<file path="config.mk">
export PLATFORM = sky130hd
export DESIGN_NAME = averaged_temperature_duty_controller_flat
export DESIGN_NICKNAME = d
export VERILOG_FILES = /design/src/atdc_pkg.sv /design/src/atdc_in_if.sv /design/src/atdc_out_if.sv /design/src/atdc_ctrl.sv /design/src/atdc_dp.sv /design/src/averaged_temperature_duty_controller.sv /design/src/flat_wrapper.sv
export SDC_FILE = /design/constraint.sdc
export NUM_CORES = 1
export LEC_CHECK = 0
export BUFFER_PORTS_ARGS = -buffer_cell sky130_fd_sc_hd__buf_2
export CORE_UTILIZATION = 30
export DETAILED_ROUTE_END_ITERATION = 8
export MAX_ROUTING_LAYER = met4
export PLACE_DENSITY = 0.51
export SLEW_MARGIN = 20
export SYNTH_ARGS = -nofsm -noshare
export SYNTH_HDL_FRONTEND = slang
export SYNTH_SLANG_ARGS = --single-unit
</file>
<file path="constraint.sdc">
create_clock -name clk -period 5.6 [get_ports clk]
set_clock_uncertainty 0.05 [all_clocks]
set_input_delay 0.56 -clock clk [delete_from_list [all_inputs] [get_ports clk]]
set_output_delay 0.56 -clock clk [all_outputs]
set_load 0.05 [all_outputs]
</file>
<file path="src/atdc_pkg.sv">
// Package for the averaged temperature duty controller.
// Holds field widths, arithmetic constants and the controller/datapath link types.
// No dependencies.
package atdc_pkg;

  // Field widths
  localparam int unsigned SAMPLE_W   = 10;
  localparam int unsigned GOAL_W     = 8;
  localparam int unsigned DUTY_CMP_W = 10;
  localparam int unsigned TEMP_W     = 9;

  // Default averaging window
  localparam int unsigned WINDOW_DEF = 10;

  // Register reset value
  localparam logic [GOAL_W-1:0] GOAL_RESET = 8'd40;

  // Temperature scaling: temp = (avg * 330) >> 10
  localparam int unsigned SCALE_W     = 19;
  localparam logic [SCALE_W-1:0] SCALE_MUL = 19'd330;
  localparam int unsigned SCALE_SHIFT = 10;

  // Proportional gain selection
  localparam logic [GOAL_W-1:0] GAIN_SEL_LIM = 8'd60;
  localparam logic signed [5:0] GAIN_HIGH    = 6'sd20;
  localparam logic signed [5:0] GAIN_LOW     = 6'sd3;

  // Corrected value width
  localparam int unsigned CORR_W = 14;

  // Duty map breakpoints
  localparam logic signed [CORR_W-1:0] BRK_HOT  = 14'sd76;
  localparam logic signed [CORR_W-1:0] BRK_MID  = 14'sd31;
  localparam logic signed [CORR_W-1:0] BRK_COLD = 14'sd20;

  // Upper line: 63 - floor(84c/100) = 63 - ((c * 27531) >> 15)
  localparam int unsigned LINE1_W     = 21;
  localparam logic [LINE1_W-1:0] LINE1_RECIP = 21'd27531;
  localparam int unsigned LINE1_SHIFT = 15;
  localparam logic [7:0] LINE1_OFS    = 8'd63;

  // Lower line: 187 - floor(49c/10) = 187 - ((c * 321146) >> 16)
  localparam int unsigned LINE2_W     = 26;
  localparam logic [LINE2_W-1:0] LINE2_RECIP = 26'd321146;
  localparam int unsigned LINE2_SHIFT = 16;
  localparam logic [7:0] LINE2_OFS    = 8'd187;

  // Duty levels
  localparam logic [7:0] DUTY_HOT = 8'd10;
  localparam logic [7:0] DUTY_MAX = 8'd100;
  localparam logic [DUTY_CMP_W-1:0] DUTY_SCALE = 10'd10;

  // Limits of the result fields
  localparam logic [DUTY_CMP_W-1:0] DUTY_CMP_MAX = 10'd1000;
  localparam logic [TEMP_W-1:0]     TEMP_MAX     = 9'd329;

  // Commands from controller to datapath
  typedef struct packed {
    logic wr_en;     // store the incoming sample
    logic sum_clr;   // clear accumulator
    logic rd_en;     // read one stored sample
    logic div_step;  // divide the sum by the window length
    logic scale_en;  // convert average to temperature
    logic corr_en;   // apply proportional correction
    logic mul_en;    // form both duty line products
    logic load_out;  // load the result register
  } atdc_cmd_t;

  // Status from datapath to controller
  typedef struct packed {
    logic out_free;  // result register free to take a new transaction
  } atdc_sts_t;

endpackage

</file>
<file path="src/atdc_in_if.sv">
// Input channel interface: valid/ready handshake carrying one ADC sample.
// Depends on atdc_pkg.
interface atdc_in_if;
  import atdc_pkg::*;

  logic                valid;
  logic                ready;
  logic [SAMPLE_W-1:0] adc_sample;

  modport source (output valid, output adc_sample, input ready);
  modport sink   (input valid, input adc_sample, output ready);
endinterface

</file>
<file path="src/atdc_out_if.sv">
// Result channel interface: valid/ready handshake carrying compare value and temperature.
// Depends on atdc_pkg.
interface atdc_out_if;
  import atdc_pkg::*;

  logic                  valid;
  logic                  ready;
  logic [DUTY_CMP_W-1:0] duty_compare;
  logic [TEMP_W-1:0]     measured_temp;

  modport source (output valid, output duty_compare, output measured_temp, input ready);
  modport sink   (input valid, input duty_compare, input measured_temp, output ready);
endinterface

</file>
<file path="src/atdc_ctrl.sv">
// Controller for the averaged temperature duty controller: fill count, sequencing
// of sum, division and map stages. Depends on atdc_pkg.
module atdc_ctrl #(
  parameter int unsigned WINDOW = atdc_pkg::WINDOW_DEF
) (
  input  logic                 clk,
  input  logic                 rst_n,
  input  logic                 in_valid,
  output logic                 in_ready,
  input  atdc_pkg::atdc_sts_t  sts,
  output atdc_pkg::atdc_cmd_t  cmd,
  output logic [((WINDOW > 1) ? $clog2(WINDOW) : 1)-1:0] mem_addr
);
  import atdc_pkg::*;

  localparam int unsigned IDX_W   = (WINDOW > 1) ? $clog2(WINDOW) : 1;
  localparam int unsigned FILL_W  = $clog2(WINDOW + 1);
  localparam int unsigned CNT_W   = $clog2(WINDOW + 1);

  typedef enum logic [6:0] {
    ST_IDLE  = 7'b0000001,
    ST_SUM   = 7'b0000010,
    ST_DIV   = 7'b0000100,
    ST_SCALE = 7'b0001000,
    ST_CORR  = 7'b0010000,
    ST_MUL   = 7'b0100000,
    ST_EMIT  = 7'b1000000
  } atdc_state_t;

  atdc_state_t       state_r, state_nxt;
  logic [FILL_W-1:0] fill_r, fill_nxt;
  logic [CNT_W-1:0]  cnt_r, cnt_nxt;

  // Next state, counters and commands
  always_comb begin
    state_nxt = state_r;
    fill_nxt  = fill_r;
    cnt_nxt   = cnt_r;
    cmd       = '0;
    in_ready  = 1'b0;
    mem_addr  = cnt_r[IDX_W-1:0];
    unique case (state_r)
      ST_IDLE: begin
        in_ready = 1'b1;
        mem_addr = fill_r[IDX_W-1:0];
        if (in_valid) begin
          if (fill_r < FILL_W'(WINDOW)) begin
            cmd.wr_en = 1'b1;
            fill_nxt  = fill_r + 1'b1;
          end else begin
            // window full: drop this sample and start the computation
            fill_nxt    = '0;
            cnt_nxt     = '0;
            cmd.sum_clr = 1'b1;
            state_nxt   = ST_SUM;
          end
        end
      end
      ST_SUM: begin
        // read one entry a cycle; the last read lands in the cycle after it is issued
        cmd.rd_en = (cnt_r < CNT_W'(WINDOW));
        if (cnt_r == CNT_W'(WINDOW)) begin
          cnt_nxt   = '0;
          state_nxt = ST_DIV;
        end else begin
          cnt_nxt = cnt_r + 1'b1;
        end
      end
      ST_DIV: begin
        cmd.div_step = 1'b1;
        state_nxt    = ST_SCALE;
      end
      ST_SCALE: begin
        cmd.scale_en = 1'b1;
        state_nxt    = ST_CORR;
      end
      ST_CORR: begin
        cmd.corr_en = 1'b1;
        state_nxt   = ST_MUL;
      end
      ST_MUL: begin
        cmd.mul_en = 1'b1;
        state_nxt  = ST_EMIT;
      end
      ST_EMIT: begin
        // hold until the result register is free
        if (sts.out_free) begin
          cmd.load_out = 1'b1;
          state_nxt    = ST_IDLE;
        end
      end
      default: begin
        state_nxt = ST_IDLE;
      end
    endcase
  end

  // State registers
  always_ff @(posedge clk) begin
    if (!rst_n) begin
      state_r <= ST_IDLE;
      fill_r  <= '0;
      cnt_r   <= '0;
    end else begin
      state_r <= state_nxt;
      fill_r  <= fill_nxt;
      cnt_r   <= cnt_nxt;
    end
  end

endmodule

</file>
<file path="src/atdc_dp.sv">
// Datapath for the averaged temperature duty controller: sample memory, accumulator
// with reciprocal divide, scaling, correction, duty map and result register. Depends on atdc_pkg.
module atdc_dp #(
  parameter int unsigned WINDOW = atdc_pkg::WINDOW_DEF
) (
  input  logic                               clk,
  input  logic                               rst_n,
  input  atdc_pkg::atdc_cmd_t                cmd,
  output atdc_pkg::atdc_sts_t                sts,
  input  logic [((WINDOW > 1) ? $clog2(WINDOW) : 1)-1:0] mem_addr,
  input  logic [atdc_pkg::SAMPLE_W-1:0]      adc_sample,
  input  logic                               cfg_we,
  input  logic [atdc_pkg::GOAL_W-1:0]        cfg_wdata,
  input  logic                               out_ready,
  output logic                               out_valid,
  output logic [atdc_pkg::DUTY_CMP_W-1:0]    duty_compare,
  output logic [atdc_pkg::TEMP_W-1:0]        measured_temp
);
  import atdc_pkg::*;

  localparam int unsigned SUM_W     = SAMPLE_W + $clog2(WINDOW + 1);
  // floor(sum / WINDOW) = (sum * ceil(2^DIV_SHIFT / WINDOW)) >> DIV_SHIFT for any sum
  localparam int unsigned DIV_SHIFT = SUM_W + $clog2(WINDOW);
  localparam int unsigned RECIP_W   = SUM_W + 1;
  localparam int unsigned DIVP_W    = SUM_W + RECIP_W;
  localparam logic [RECIP_W-1:0] DIV_RECIP =
    RECIP_W'(((longint'(1) << DIV_SHIFT) + longint'(WINDOW) - 1) / longint'(WINDOW));

  // Sample memory
  logic [SAMPLE_W-1:0] store [WINDOW];
  logic [SAMPLE_W-1:0] rd_data_r;
  logic                acc_en_r;

  // Accumulator / divider
  logic [SUM_W-1:0]  sum_r;
  logic [DIVP_W-1:0] div_prod;

  // Arithmetic stages
  logic [GOAL_W-1:0]        goal_r;
  logic [SCALE_W-1:0]       prod_r;
  logic [TEMP_W-1:0]        temp;
  logic signed [10:0]       diff;
  logic signed [5:0]        gain;
  logic signed [16:0]       kd;
  logic signed [CORR_W-1:0] corr_c, corr_r;
  logic [6:0]               c_low;
  logic [LINE1_W-1:0]       m1_r;
  logic [LINE2_W-1:0]       m2_r;
  logic [7:0]               duty, duty_cl;

  // Result register
  logic                  out_valid_r;
  logic [DUTY_CMP_W-1:0] duty_cmp_r;
  logic [TEMP_W-1:0]     temp_out_r;

  // Write and read the sample memory
  always_ff @(posedge clk) begin
    if (cmd.wr_en) begin
      store[mem_addr] <= adc_sample;
    end
    if (cmd.rd_en) begin
      rd_data_r <= store[mem_addr];
    end
  end

  // Track which cycles carry read data
  always_ff @(posedge clk) begin
    if (!rst_n) begin
      acc_en_r <= 1'b0;
    end else begin
      acc_en_r <= cmd.rd_en;
    end
  end

  // Divide by the window length with a reciprocal multiply
  assign div_prod = DIVP_W'(sum_r) * DIVP_W'(DIV_RECIP);

  // Accumulate, then replace the sum by the average
  always_ff @(posedge clk) begin
    if (cmd.sum_clr) begin
      sum_r <= '0;
    end else if (acc_en_r) begin
      sum_r <= sum_r + SUM_W'(rd_data_r);
    end else if (cmd.div_step) begin
      sum_r <= SUM_W'(div_prod >> DIV_SHIFT);
    end
  end

  // Goal register
  always_ff @(posedge clk) begin
    if (!rst_n) begin
      goal_r <= GOAL_RESET;
    end else if (cfg_we) begin
      goal_r <= cfg_wdata;
    end
  end

  // Average to degrees
  always_ff @(posedge clk) begin
    if (cmd.scale_en) begin
      prod_r <= SCALE_W'(sum_r[SAMPLE_W-1:0]) * SCALE_MUL;
    end
  end
  assign temp = prod_r[SCALE_W-1:SCALE_SHIFT];

  // Proportional correction
  always_comb begin
    diff   = $signed({3'b000, goal_r}) - $signed({2'b00, temp});
    gain   = (goal_r > GAIN_SEL_LIM) ? GAIN_HIGH : GAIN_LOW;
    kd     = diff * gain;
    corr_c = kd[CORR_W-1:0] + $signed({6'b000000, goal_r});
  end

  always_ff @(posedge clk) begin
    if (cmd.corr_en) begin
      corr_r <= corr_c;
    end
  end

  // Reciprocal products for both fitted lines
  assign c_low = corr_r[6:0];
  always_ff @(posedge clk) begin
    if (cmd.mul_en) begin
      m1_r <= LINE1_W'(c_low) * LINE1_RECIP;
      m2_r <= LINE2_W'(c_low) * LINE2_RECIP;
    end
  end

  // Piecewise duty map and clamp
  always_comb begin
    priority if (corr_r > BRK_HOT) begin
      duty = DUTY_HOT;
    end else if (corr_r > BRK_MID) begin
      duty = LINE1_OFS - 8'(m1_r[LINE1_W-1:LINE1_SHIFT]);
    end else if (corr_r > BRK_COLD) begin
      duty = LINE2_OFS - m2_r[LINE2_SHIFT+7:LINE2_SHIFT];
    end else begin
      duty = DUTY_MAX;
    end
    duty_cl = (duty > DUTY_MAX) ? DUTY_MAX : duty;
  end

  // Result register: load a new transaction, drop it once taken
  always_ff @(posedge clk) begin
    if (!rst_n) begin
      out_valid_r <= 1'b0;
    end else if (cmd.load_out) begin
      out_valid_r <= 1'b1;
    end else if (out_ready) begin
      out_valid_r <= 1'b0;
    end
  end

  always_ff @(posedge clk) begin
    if (cmd.load_out) begin
      duty_cmp_r <= DUTY_CMP_W'(duty_cl) * DUTY_SCALE;
      temp_out_r <= temp;
    end
  end

  assign sts.out_free  = !out_valid_r || out_ready;
  assign out_valid     = out_valid_r;
  assign duty_compare  = duty_cmp_r;
  assign measured_temp = temp_out_r;

endmodule

</file>
<file path="src/averaged_temperature_duty_controller.sv">
// Top level of the averaged temperature duty controller: controller plus datapath.
// Depends on atdc_pkg, atdc_in_if, atdc_out_if, atdc_ctrl and atdc_dp.
//
//   channel  | direction | handshake    | payload
//   in_ch    | in        | valid/ready  | adc_sample[9:0]
//   out_ch   | out       | valid/ready  | duty_compare[9:0], measured_temp[8:0]
//   cfg_*    | in        | cfg_we       | cfg_wdata[7:0] (goal_temp)
//
// A sample that goes into the store leaves input ready for the next sample. The computing
// transaction runs one memory read a cycle for the sum, one reciprocal multiply for the
// average, then scale, correction, map.
// Input is held off during the computation and while a result waits to be loaded;
// a result already in the output register does not block storing samples.
// Synchronous active-low reset clears the fill count, state and goal (to 40).
module averaged_temperature_duty_controller #(
  parameter int unsigned WINDOW = atdc_pkg::WINDOW_DEF
) (
  input  logic                         clk,
  input  logic                         rst_n,
  atdc_in_if.sink                      in_ch,
  atdc_out_if.source                   out_ch,
  input  logic                         cfg_we,
  input  logic [atdc_pkg::GOAL_W-1:0]  cfg_wdata
);
  import atdc_pkg::*;

  localparam int unsigned IDX_W = (WINDOW > 1) ? $clog2(WINDOW) : 1;

  atdc_cmd_t        cmd;
  atdc_sts_t        sts;
  logic [IDX_W-1:0] mem_addr;

  atdc_ctrl #(
    .WINDOW (WINDOW)
  ) u_ctrl (
    .clk      (clk),
    .rst_n    (rst_n),
    .in_valid (in_ch.valid),
    .in_ready (in_ch.ready),
    .sts      (sts),
    .cmd      (cmd),
    .mem_addr (mem_addr)
  );

  atdc_dp #(
    .WINDOW (WINDOW)
  ) u_dp (
    .clk           (clk),
    .rst_n         (rst_n),
    .cmd           (cmd),
    .sts           (sts),
    .mem_addr      (mem_addr),
    .adc_sample    (in_ch.adc_sample),
    .cfg_we        (cfg_we),
    .cfg_wdata     (cfg_wdata),
    .out_ready     (out_ch.ready),
    .out_valid     (out_ch.valid),
    .duty_compare  (out_ch.duty_compare),
    .measured_temp (out_ch.measured_temp)
  );

  // Never overwrite a result that has not been taken
  a_no_overwrite: assert property (@(posedge clk) disable iff (!rst_n)
    cmd.load_out |-> (!out_ch.valid || out_ch.ready))
    else $error("result register loaded while holding an untaken transaction");

  // Stored samples are read only while input is held off
  a_read_stalls_input: assert property (@(posedge clk) disable iff (!rst_n)
    cmd.rd_en |-> !in_ch.ready)
    else $error("sample memory read while input accepted");

  // A sample is written only on an accepted transaction
  a_write_on_accept: assert property (@(posedge clk) disable iff (!rst_n)
    cmd.wr_en |-> (in_ch.valid && in_ch.ready))
    else $error("sample written without an input transaction");

  // A newly loaded result lies within the field ranges
  a_result_range: assert property (@(posedge clk) disable iff (!rst_n)
    cmd.load_out |=> (out_ch.duty_compare <= DUTY_CMP_MAX &&
                      out_ch.measured_temp <= TEMP_MAX))
    else $error("result field out of range");

endmodule
</file>
<file path="src/flat_wrapper.sv">
// flat-port wrapper written by rule: the top's interface ports become plain ports
module averaged_temperature_duty_controller_flat import atdc_pkg::*;
#(
  parameter int unsigned WINDOW = atdc_pkg::WINDOW_DEF
)
  (clk, rst_n, cfg_we, cfg_wdata, in_ch_valid, in_ch_adc_sample, in_ch_ready, out_ch_valid, out_ch_duty_compare, out_ch_measured_temp, out_ch_ready);
  atdc_in_if in_ch_i ();
  atdc_out_if out_ch_i ();
  input  logic clk;
  input  logic rst_n;
  input  logic cfg_we;
  input  logic [atdc_pkg::GOAL_W-1:0] cfg_wdata;
  input wire logic [$bits(in_ch_i.valid)-1:0] in_ch_valid;
  input wire logic [$bits(in_ch_i.adc_sample)-1:0] in_ch_adc_sample;
  output wire logic [$bits(in_ch_i.ready)-1:0] in_ch_ready;
  output wire logic [$bits(out_ch_i.valid)-1:0] out_ch_valid;
  output wire logic [$bits(out_ch_i.duty_compare)-1:0] out_ch_duty_compare;
  output wire logic [$bits(out_ch_i.measured_temp)-1:0] out_ch_measured_temp;
  input wire logic [$bits(out_ch_i.ready)-1:0] out_ch_ready;
  assign in_ch_i.valid = in_ch_valid;
  assign in_ch_i.adc_sample = in_ch_adc_sample;
  assign in_ch_ready = in_ch_i.ready;
  assign out_ch_valid = out_ch_i.valid;
  assign out_ch_duty_compare = out_ch_i.duty_compare;
  assign out_ch_measured_temp = out_ch_i.measured_temp;
  assign out_ch_i.ready = out_ch_ready;
  averaged_temperature_duty_controller #(.WINDOW(WINDOW)) u_core (.clk(clk), .rst_n(rst_n), .in_ch(in_ch_i), .out_ch(out_ch_i), .cfg_we(cfg_we), .cfg_wdata(cfg_wdata));
endmodule
</file>
==> summary.txt, run 1 <==
Final layout
  • Filler cell count: 5959
  • Most frequent cells in the layout: ha_1 (325), inv_1 (286), edfxtp_1 (165)
  • Core Util, Final: 0.348
  • Layout Nets: 2241
  • Most common cell after layout, fill and taps aside: ha_1
  • Share of cells above drive strength 1: 0.129
  • Area growth syn-to-layout: 14.4%
  • Finished Layout Cells: 2551

Timing
  • RSZ-0062 raised after global routing: yes
  • Slew margin rel.: 0.305
  • Final number of hold-violating endpoints: 0
  • Final slew viol count: 0
  • Final setup fails: 0
  • Final period util: 0.960
  • Fmax achieved: 186 MHz
  • Minimum clock period: 5.38 ns
  • Pin slew with the least headroom to its limit: 1.03 ns
  • Setup WS post-layout: 0.223 ns

Die
  • Die width: 247 um
  • Initial Utilization: 0.304
  • Core area: 0.0592 sq mm
  • Site Rows: 89
  • Die area: 0.0611 sq mm
  • Boundary Pins: 44
  • Die Span Y: 247 um

Place
  • Placed insts: 2508
  • HPWL after DPL: 33.4 mm
  • Global placer's final weighted congestion: 0.857
  • Place WS: -0.361 ns
  • IO buf count: 42

Setup path
  • WS Path Type: reg -> reg
  • CP Data Arrival Time: 5.78 ns
  • Critical Path Fanout Max: 5
  • CP Data Required Time: 6.00 ns
  • R2R cell count: 20
  • Crit start category: flop
  • Crit end category: flop

Synthesis
  • Mux contribution to synthesized area: 0.0380
  • Synth Area in XOR/XNOR: 0.0311
  • Sequential area share after synthesis: 0.318
  • Synth Instances: 1639
  • Synth Area per Inst: 11.0 sq um
  • Synth cell types: 72
  • Synth async-reset ratio: 0
  • Ys Warns: 0
  • Synth Area in Simple Gates: 0.0910
  • Compound-cell area share of the yosys netlist: 0.0836
  • Largest family of logic cells by synthesized area: adder cells
  • Synth Area in Adders: 0.371
  • Mapped cell area: 0.0180 sq mm
  • Number of synthesized register bits: 204
  • Most used DFF post-synth: edfxtp_1
  • Number of synthesized flops with an enable pin: 165

Global routing
  • Initial antenna violation count: 1
  • Pin count of the biggest net entering global routing: 25
  • Global-route wire length before repair: 66.5 mm
  • Gr usage total: 0.143
  • Vias in the first global route: 12.4k
  • GRT overflow: 0

CTS
  • Worst-Skew Late Latency: 0.54 ns
  • Clock buffer depth: 3
  • Clock transition at path regs: 0.06 ns
  • TritonCTS clock tree: built
  • Root Buffer: clkbuf_16
  • H-tree levels: 1
  • Total clock buffers created by CTS: 23
  • TritonCTS Sinks: 204

Pwr
  • PD cells: 293 mW/mm^2
  • Leakage: 9.83 nW
  • VDD IR max: 0.220 mV

Routing
  • DRC violations left: 3
  • Final WL: 41.3 mm
  • Via-to-Cell Ratio: 4.69
  • Detail Route Antenna Nets: 0
  • Initial DRT Pass Iterations: 7
  • First DRT Iteration DRCs: 403
  • Vias: 12.0k
  • Routed len/inst: 16.2 um

Flow run
  • Max_cap viols: 0

Outcome
  • Status: complete, but fails checks
  • Violated checks: DRC

Hold path
  • Hold crit path type: in -> reg
  • Hold depth: 3
## cell type report
| class | instances | area [sq um] | area share |
|---|---|---|---|
| Clock buffer | 32 | 639 | 0.0310 |
| Clock inverter | 9 | 90.1 | 0.00437 |
| Tap cell | 773 | 967 | 0.0469 |
| Multi-Input combinational cell | 1118 | 11300 | 0.545 |
| Antenna cell | 1 | 2.50 | 0.000121 |
| Timing Repair Buffer | 123 | 842 | 0.0408 |
| Sequential cell | 204 | 5740 | 0.278 |
| Inverter | 291 | 1090 | 0.0530 |
## cells in the mapped netlist, types with 15 or more instances
library cell | instances | area [sq um]
ha_1 | 327 | 4090
nor3_1 | 28 | 140
a211oi_1 | 16 | 120
mux2i_1 | 22 | 220
xor2_1 | 19 | 166
fa_1 | 130 | 2600
dfxtp_1 | 39 | 781
inv_1 | 290 | 1090
edfxtp_1 | 165 | 4950
a21o_1 | 15 | 113
nor2_1 | 108 | 405
xnor2_1 | 45 | 394
or2_2 | 17 | 106
nand3_1 | 22 | 110
a21oi_1 | 51 | 255
nor2b_1 | 21 | 131
o21ai_0 | 45 | 225
mux4_2 | 20 | 450
nand2_1 | 56 | 210
clkbuf_1 | 23 | 86.3
## metrics by stage
step	hold slack [ns]	area (sq um)	total power [mW]	setup TNS, ns
4_1_cts	0.203	20500	6.08	0
3_5_place_dp	0.399	19800	4.56	-0.995
5_1_grt	0.240	20600	6.54	-0.0336
3_3_place_gp	0.394	19800	4.53	-0.512
6_report	0.227	20600	6.04	0
2_1_floorplan	0.376	18000	3.79	0
## logic make-up (layout without fill, tap and decap cells)
group | Yosys count | count (layout)
AND/OR/NAND/NOR | 328 | 328
flip-flops | 204 | 204
other | 1 | 3
adder cells (fa/ha/maj) | 457 | 457
AO/OA/AOI/OAI | 224 | 224
buffers and inverters | 318 | 455
XOR/XNOR | 64 | 64
multiplexers | 43 | 43
## registers in the layout (all words and copies together), names as in the netlist
signal and count:
u_core.u_dp.store 100, u_core.u_dp.measured_temp 9, u_core.u_dp.corr_r 14, u_core.u_dp.duty_compare 9, u_core.u_ctrl.state_r 7, u_core.u_dp.rd_data_r 10
u_core.u_dp.sum_r 14, u_core.u_dp.out_valid 1, u_core.u_dp.m1_r 6, u_core.u_dp.prod_r 9, u_core.u_dp.goal_r 8, u_core.u_dp.acc_en_r 1
u_core.u_dp.m2_r 8, u_core.u_ctrl.cnt_r 4, u_core.u_ctrl.fill_r 4
## worst max-delay path, stage by stage, from the launching register on
cell and delay, ns:
dfxtp_4 0.36, fa_2 0.40, fa_1 0.53, fa_1 0.51
inv_2 0.04, fa_1 0.48, inv_2 0.04, fa_1 0.49
inv_2 0.04, fa_1 0.47, inv_1 0.04, ha_1 0.27
nand4_1 0.19, o31ai_1 0.26, a31oi_1 0.08, a21boi_1 0.16
buf_4 0.15, a41oi_4 0.15, o21ba_4 0.27, mux2i_1 0.11
a211oi_1 0.19
## per-layer routing
layer	up-vias	routed length [um]	GRT usage	part of all wire
li1	5955	-	-	-
met1	5861	20000	0.187	0.48
met2	108	19700	0.238	0.48
met3	36	1080	0.0170	0.026
met4	0	616	0.0260	0.015
met5	-	0	-	0
## report_power, final
group	internal (mW)	switching (mW)	total (mW)	leakage, nW
logic	1.17	1.54	2.71	7.68
clock network	0.848	0.624	1.47	0.344
registers	1.79	0.0602	1.85	1.81
## repair_timing
item,in CTS,in global routing
gates cloned,0,0
gates resized for setup,7,27
setup buffers,0,0
setup endpoints to repair,6,12
hold buffers,0,0
pin swaps,2,23
## path summary, 6_finish.rpt
check | to | slack [ns] | start
worst max-delay path | u_core.u_dp.sum_r[8] | 0.22 | u_core.u_dp.sum_r[12]
worst min-delay path | u_core.u_dp.goal_r[6] | 0.23 | cfg_wdata[6]
worst max register to register | u_core.u_dp.sum_r[8] | 0.22 | u_core.u_dp.sum_r[12]
worst min register to register | u_core.u_dp.measured_temp[2] | 0.41 | u_core.u_dp.prod_r[12]
Note: power is estimated with default switching activity, not from simulation.
==> inputs of run 2 (changes only) <==
SKIP_LAST_GASP = 1   (was default)
SYNTH_HIERARCHICAL = 1   (was default)
==> run 2 against run 1 <==
Against the previous run: the run ends with DRC, setup timing left; critical path depth stayed put; wire length is 5.9% lower; synthesized area is 0.30% lower; synthesized cell count is 1.2% lower; worst hold slack worse by 0.057 ns; count of clock-buffer cells in the layout is 4 lower; largest cell class unchanged; sequential share of layout area is 0.12 points higher; flip-flop and latch count stayed put.
==> summary.txt, run 2 <==
Global routing
  • Global-route wire length before repair: 64.6 mm (was 66.5 mm)
  • Gr usage total: 0.137 (was 0.143)
  • Pin count of the biggest net entering global routing: 27 (was 25)
  • Vias in the first global route: 12.4k (about the same)
  • Initial antenna violation count: 1 (unchanged)
  • GRT overflow: 0 (unchanged)

Setup path
  • Critical Path Start: u_core/u_dp/sum_r[13] (was u_core.u_dp.sum_r[12])
  • Top cell family by delay on the critical path: adder cells (unchanged)
  • Crit path top cell by count: fa_1 (unchanged)
  • WP buf/inv: 4 (was 5)
  • CP Data Arrival Time: 6.10 ns (was 5.78 ns)
  • Stages on worst setup path: 20 (unchanged)
  • Crit path largest cell delay: 0.57 ns (was 0.53 ns)
  • Crit end category: flop (unchanged)
  • RR Startpoint: u_core/u_dp/sum_r[13] (was u_core.u_dp.sum_r[12])
  • Critical Path Fanout Max: 3 (was 5)
  • Crit start category: flop (unchanged)
  • Reg-to-reg slack, setup: -0.09 ns (was 0.22 ns)
  • Crit path cell chain: fa_2 > inv_2 > fa_1 > fa_2 > fa_1 > inv_1 > fa_1 > fa_1 > ha_4 > buf_6 > nand4_1 > nor2_1 > o31ai_1 > nand3_1 > buf_6 > o31ai_4 > o21ai_1 > o32ai_1 > o21ai_1 > a221oi_1 (was fa_2 > fa_1 > fa_1 > inv_2 > fa_1 > inv_2 > fa_1 > inv_2 > fa_1 > inv_1 > ha_1 > nand4_1 > o31ai_1 > a31oi_1 > a21boi_1 > buf_4 > a41oi_4 > o21ba_4 > mux2i_1 > a211oi_1)
  • R2R cell count: 20 (unchanged)
  • CP Data Required Time: 6.00 ns (about the same)
  • Slowest stage cell, crit path: fa_2 (was fa_1)
  • FF-to-FF End: u_core/u_dp/sum_r[9] (was u_core.u_dp.sum_r[8])
  • WS Path Type: reg -> reg (unchanged)

Timing
  • Final slew viol count: 0 (unchanged)
  • Setup WS post-layout: -0.0947 ns (was 0.223 ns)
  • Final number of hold-violating endpoints: 0 (unchanged)
  • Fin Hold WS: 0.170 ns (was 0.227 ns)
  • Fmax achieved: 176 MHz (was 186 MHz)
  • Final setup fails: 5 (was 0)
  • Slew margin rel.: 0.304 (was 0.305)
  • Minimum clock period: 5.69 ns (was 5.38 ns)
  • RSZ-0062 raised after global routing: yes (unchanged)
  • Final period util: 1.02 (was 0.960)
  • Pin slew with the least headroom to its limit: 1.04 ns (was 1.03 ns)

Routing
  • Vias: 11.7k (was 12.0k)
  • Met2 Wirelength: 19.1 mm (was 19.7 mm)
  • DRC violations left: 9 (was 3)
  • Routed wl met3: 960 um (was 1.08 mm)
  • Via-to-Cell Ratio: 4.66 (was 4.69)
  • Initial DRT Pass Iterations: 7 (unchanged)
  • Highest metal used: met4 (unchanged)
  • Metal-1 WL: 18.0 mm (was 20.0 mm)
  • Routed len/inst: 15.4 um (was 16.2 um)
  • First DRT Iteration DRCs: 420 (was 403)
  • Detail Route Antenna Nets: 0 (unchanged)
  • Final WL: 38.9 mm (was 41.3 mm)

Place
  • IO buf count: 42 (unchanged)
  • Placed cell area: 0.0196 sq mm (was 0.0198 sq mm)
  • Global placer's final weighted congestion: 0.868 (was 0.857)
  • Place WS: -0.329 ns (was -0.361 ns)
  • HPWL after DPL: 31.5 mm (was 33.4 mm)

Final layout
  • Share of cells above drive strength 1: 0.138 (was 0.129)
  • Multi-input gate area: 0.0112 sq mm (was 0.0113 sq mm)
  • Filler cell count: 5877 (was 5959)
  • Layout Nets: 2210 (was 2241)
  • Antenna diodes: 0 (was 1)
  • Most common cell after layout, fill and taps aside: ha_1 (unchanged)
  • Max FFs per register: 100 (unchanged)
  • Register area: 0.00574 sq mm (unchanged)
  • Core Util, Final: 0.347 (was 0.348)
  • Area growth syn-to-layout: 14.2% (was 14.4%)
  • Largest regs: u_core/u_dp/store (100), u_core/u_dp/corr_r (14), u_core/u_dp/sum_r (14) (was u_core.u_dp.store (100), u_core.u_dp.corr_r (14), u_core.u_dp.sum_r (14))
  • Most frequent cells in the layout: ha_1 (320), inv_1 (284), edfxtp_1 (165) (was ha_1 (325), inv_1 (286), edfxtp_1 (165))
  • Final Instance Area: 0.0205 sq mm (was 0.0206 sq mm)
  • Biggest register: u_core/u_dp/store (was u_core.u_dp.store)

Outcome
  • Status: complete, but fails checks (unchanged)
  • Violated checks: DRC, setup timing (was DRC)

CTS
  • Total clock buffers created by CTS: 25 (was 23)
  • H-tree levels: 1 (unchanged)
  • TritonCTS clock tree: built (unchanged)
  • Clock buffer depth: 3 (unchanged)
  • TritonCTS Sinks: 204 (unchanged)
  • Clock transition at path regs: 0.06 ns (about the same)
  • Root Buffer: clkbuf_16 (unchanged)
  • Worst-Skew Late Latency: 0.56 ns (was 0.54 ns)
  • Hold buffers post-CTS: 0 (unchanged)

Synthesis
  • Sequential area share after synthesis: 0.319 (was 0.318)
  • Mapped cell area: 0.0180 sq mm (about the same)
  • Synth cell types: 81 (was 72)
  • Synth Instances: 1619 (was 1639)
  • Number of synthesized register bits: 204 (unchanged)
  • Most used DFF post-synth: edfxtp_1 (unchanged)
  • Synth async-reset ratio: 0 (unchanged)
  • Number of synthesized flops with an enable pin: 165 (unchanged)
  • Ys Warns: 6 (was 0)
  • Area share of the largest cell type after synthesis: 0.276 (was 0.275)
  • Yosys top cell by area: edfxtp_1 (unchanged)
  • List of most frequent post-synthesis cells: ha_1 (326), inv_1 (286), edfxtp_1 (165) (was ha_1 (327), inv_1 (290), edfxtp_1 (165))
  • Main area contributors after synthesis: edfxtp_1 (28%), ha_1 (23%), fa_1 (14%) (was edfxtp_1 (27%), ha_1 (23%), fa_1 (14%))
  • Synth Area per Inst: 11.1 sq um (was 11.0 sq um)
  • Most frequent cell after synthesis: ha_1 (unchanged)

Pwr
  • Leakage: 9.24 nW (was 9.83 nW)
  • VDD IR max: 0.269 mV (was 0.220 mV)
  • PD cells: 321 mW/mm^2 (was 293 mW/mm^2)
  • PnR Total Power: 6.59 mW (was 6.04 mW)

Die
  • Initial Utilization: 0.304 (about the same)
  • Die Span Y: 247 um (about the same)
  • Site Rows: 89 (unchanged)
  • Boundary Pins: 44 (unchanged)
  • Die width: 247 um (about the same)
  • Core area: 0.0591 sq mm (was 0.0592 sq mm)
  • Die area: 0.0609 sq mm (was 0.0611 sq mm)

Flow run
  • Max_cap viols: 0 (unchanged)

Hold path
  • Hold crit path type: in -> reg (unchanged)
  • Hold depth: 3 (unchanged)
  • Hold Startpoint: cfg_wdata[5] (was cfg_wdata[6])
  • Hold Crit Endpoint: u_core/u_dp/goal_r[5] (was u_core.u_dp.goal_r[6])
run 2: cell types whose count changed after synthesis, moves of 6 or more:
cell      change
a21oi_1      +21
nand2_1      -15
and3_1       -13
o21ai_0      -13
a311o_1      -10
a31oi_1       -6
nand2b_1      -6
nor4_1        -6
o211ai_1      -6
xor2_1        +6
run 2: area by class of cell:
cell class                      instances  area share
Sequential cell                       204       0.280
Multi-Input combinational cell       1100       0.547
Clock inverter                         18     0.00676
Timing Repair Buffer                  113      0.0366
Clock buffer                           28      0.0310
Inverter                              287      0.0525
Tap cell                              773      0.0471
run 2: worst min-delay path: stages:
cell,delay [ns]
buf_2,0.07
mux2i_1,0.06
nand2_1,0.06
run 2: worst max path at each step:
stage,endpoint,slack [ns]
CTS,u_core/u_dp/sum_r[10],-0.12
floorplan,u_core/u_dp/sum_r[9],0.04
detailed placement,u_core/u_dp/sum_r[8],-0.33
global route,u_core/u_dp/sum_r[9],-0.25
finish,u_core/u_dp/sum_r[9],-0.09
global placement,u_core/u_dp/sum_r[10],-0.24
run 2: cell families after synthesis:
logic type	share of synthesized area
adders and majority gates	0.372
muxes	0.0388
DFF	0.319
xor gates and xnor gates	0.0336
buffers and inverters	0.0668
other	0.000209
AOI/OAI and AO/OA	0.0833
and+or+nand+nor	0.0867
run 2: what timing repair did:
item                                    in CTS  in global routing
pin swaps                                   22                  8
resized for setup                           21                 14
endpoints found under the setup margin       8                 15
setup buffers                                2                  4
run 2: layer usage:
metal,global-route usage,vias up
met5,-,-
met1,0.173,5745
met4,0.0281,0
met3,0.0164,43
met2,0.234,132
li1,-,5829
run 2: metrics by stage:
step	setup TNS, ns	cells
2_1_floorplan	0	1620
3_3_place_gp	-1.10	2471
3_5_place_dp	-1.74	2471
4_1_cts	-0.459	2519
5_1_grt	-1.34	2523
6_report	-0.218	2523
run 2: where the power goes:
group / switching [mW] / leakage [nW] / total (mW) / internal [mW]
clock network: 0.666 / 0.369 / 1.54 / 0.871
logic: 1.72 / 7.06 / 3.32 / 1.60
registers: 0.0139 / 1.81 / 1.73 / 1.72
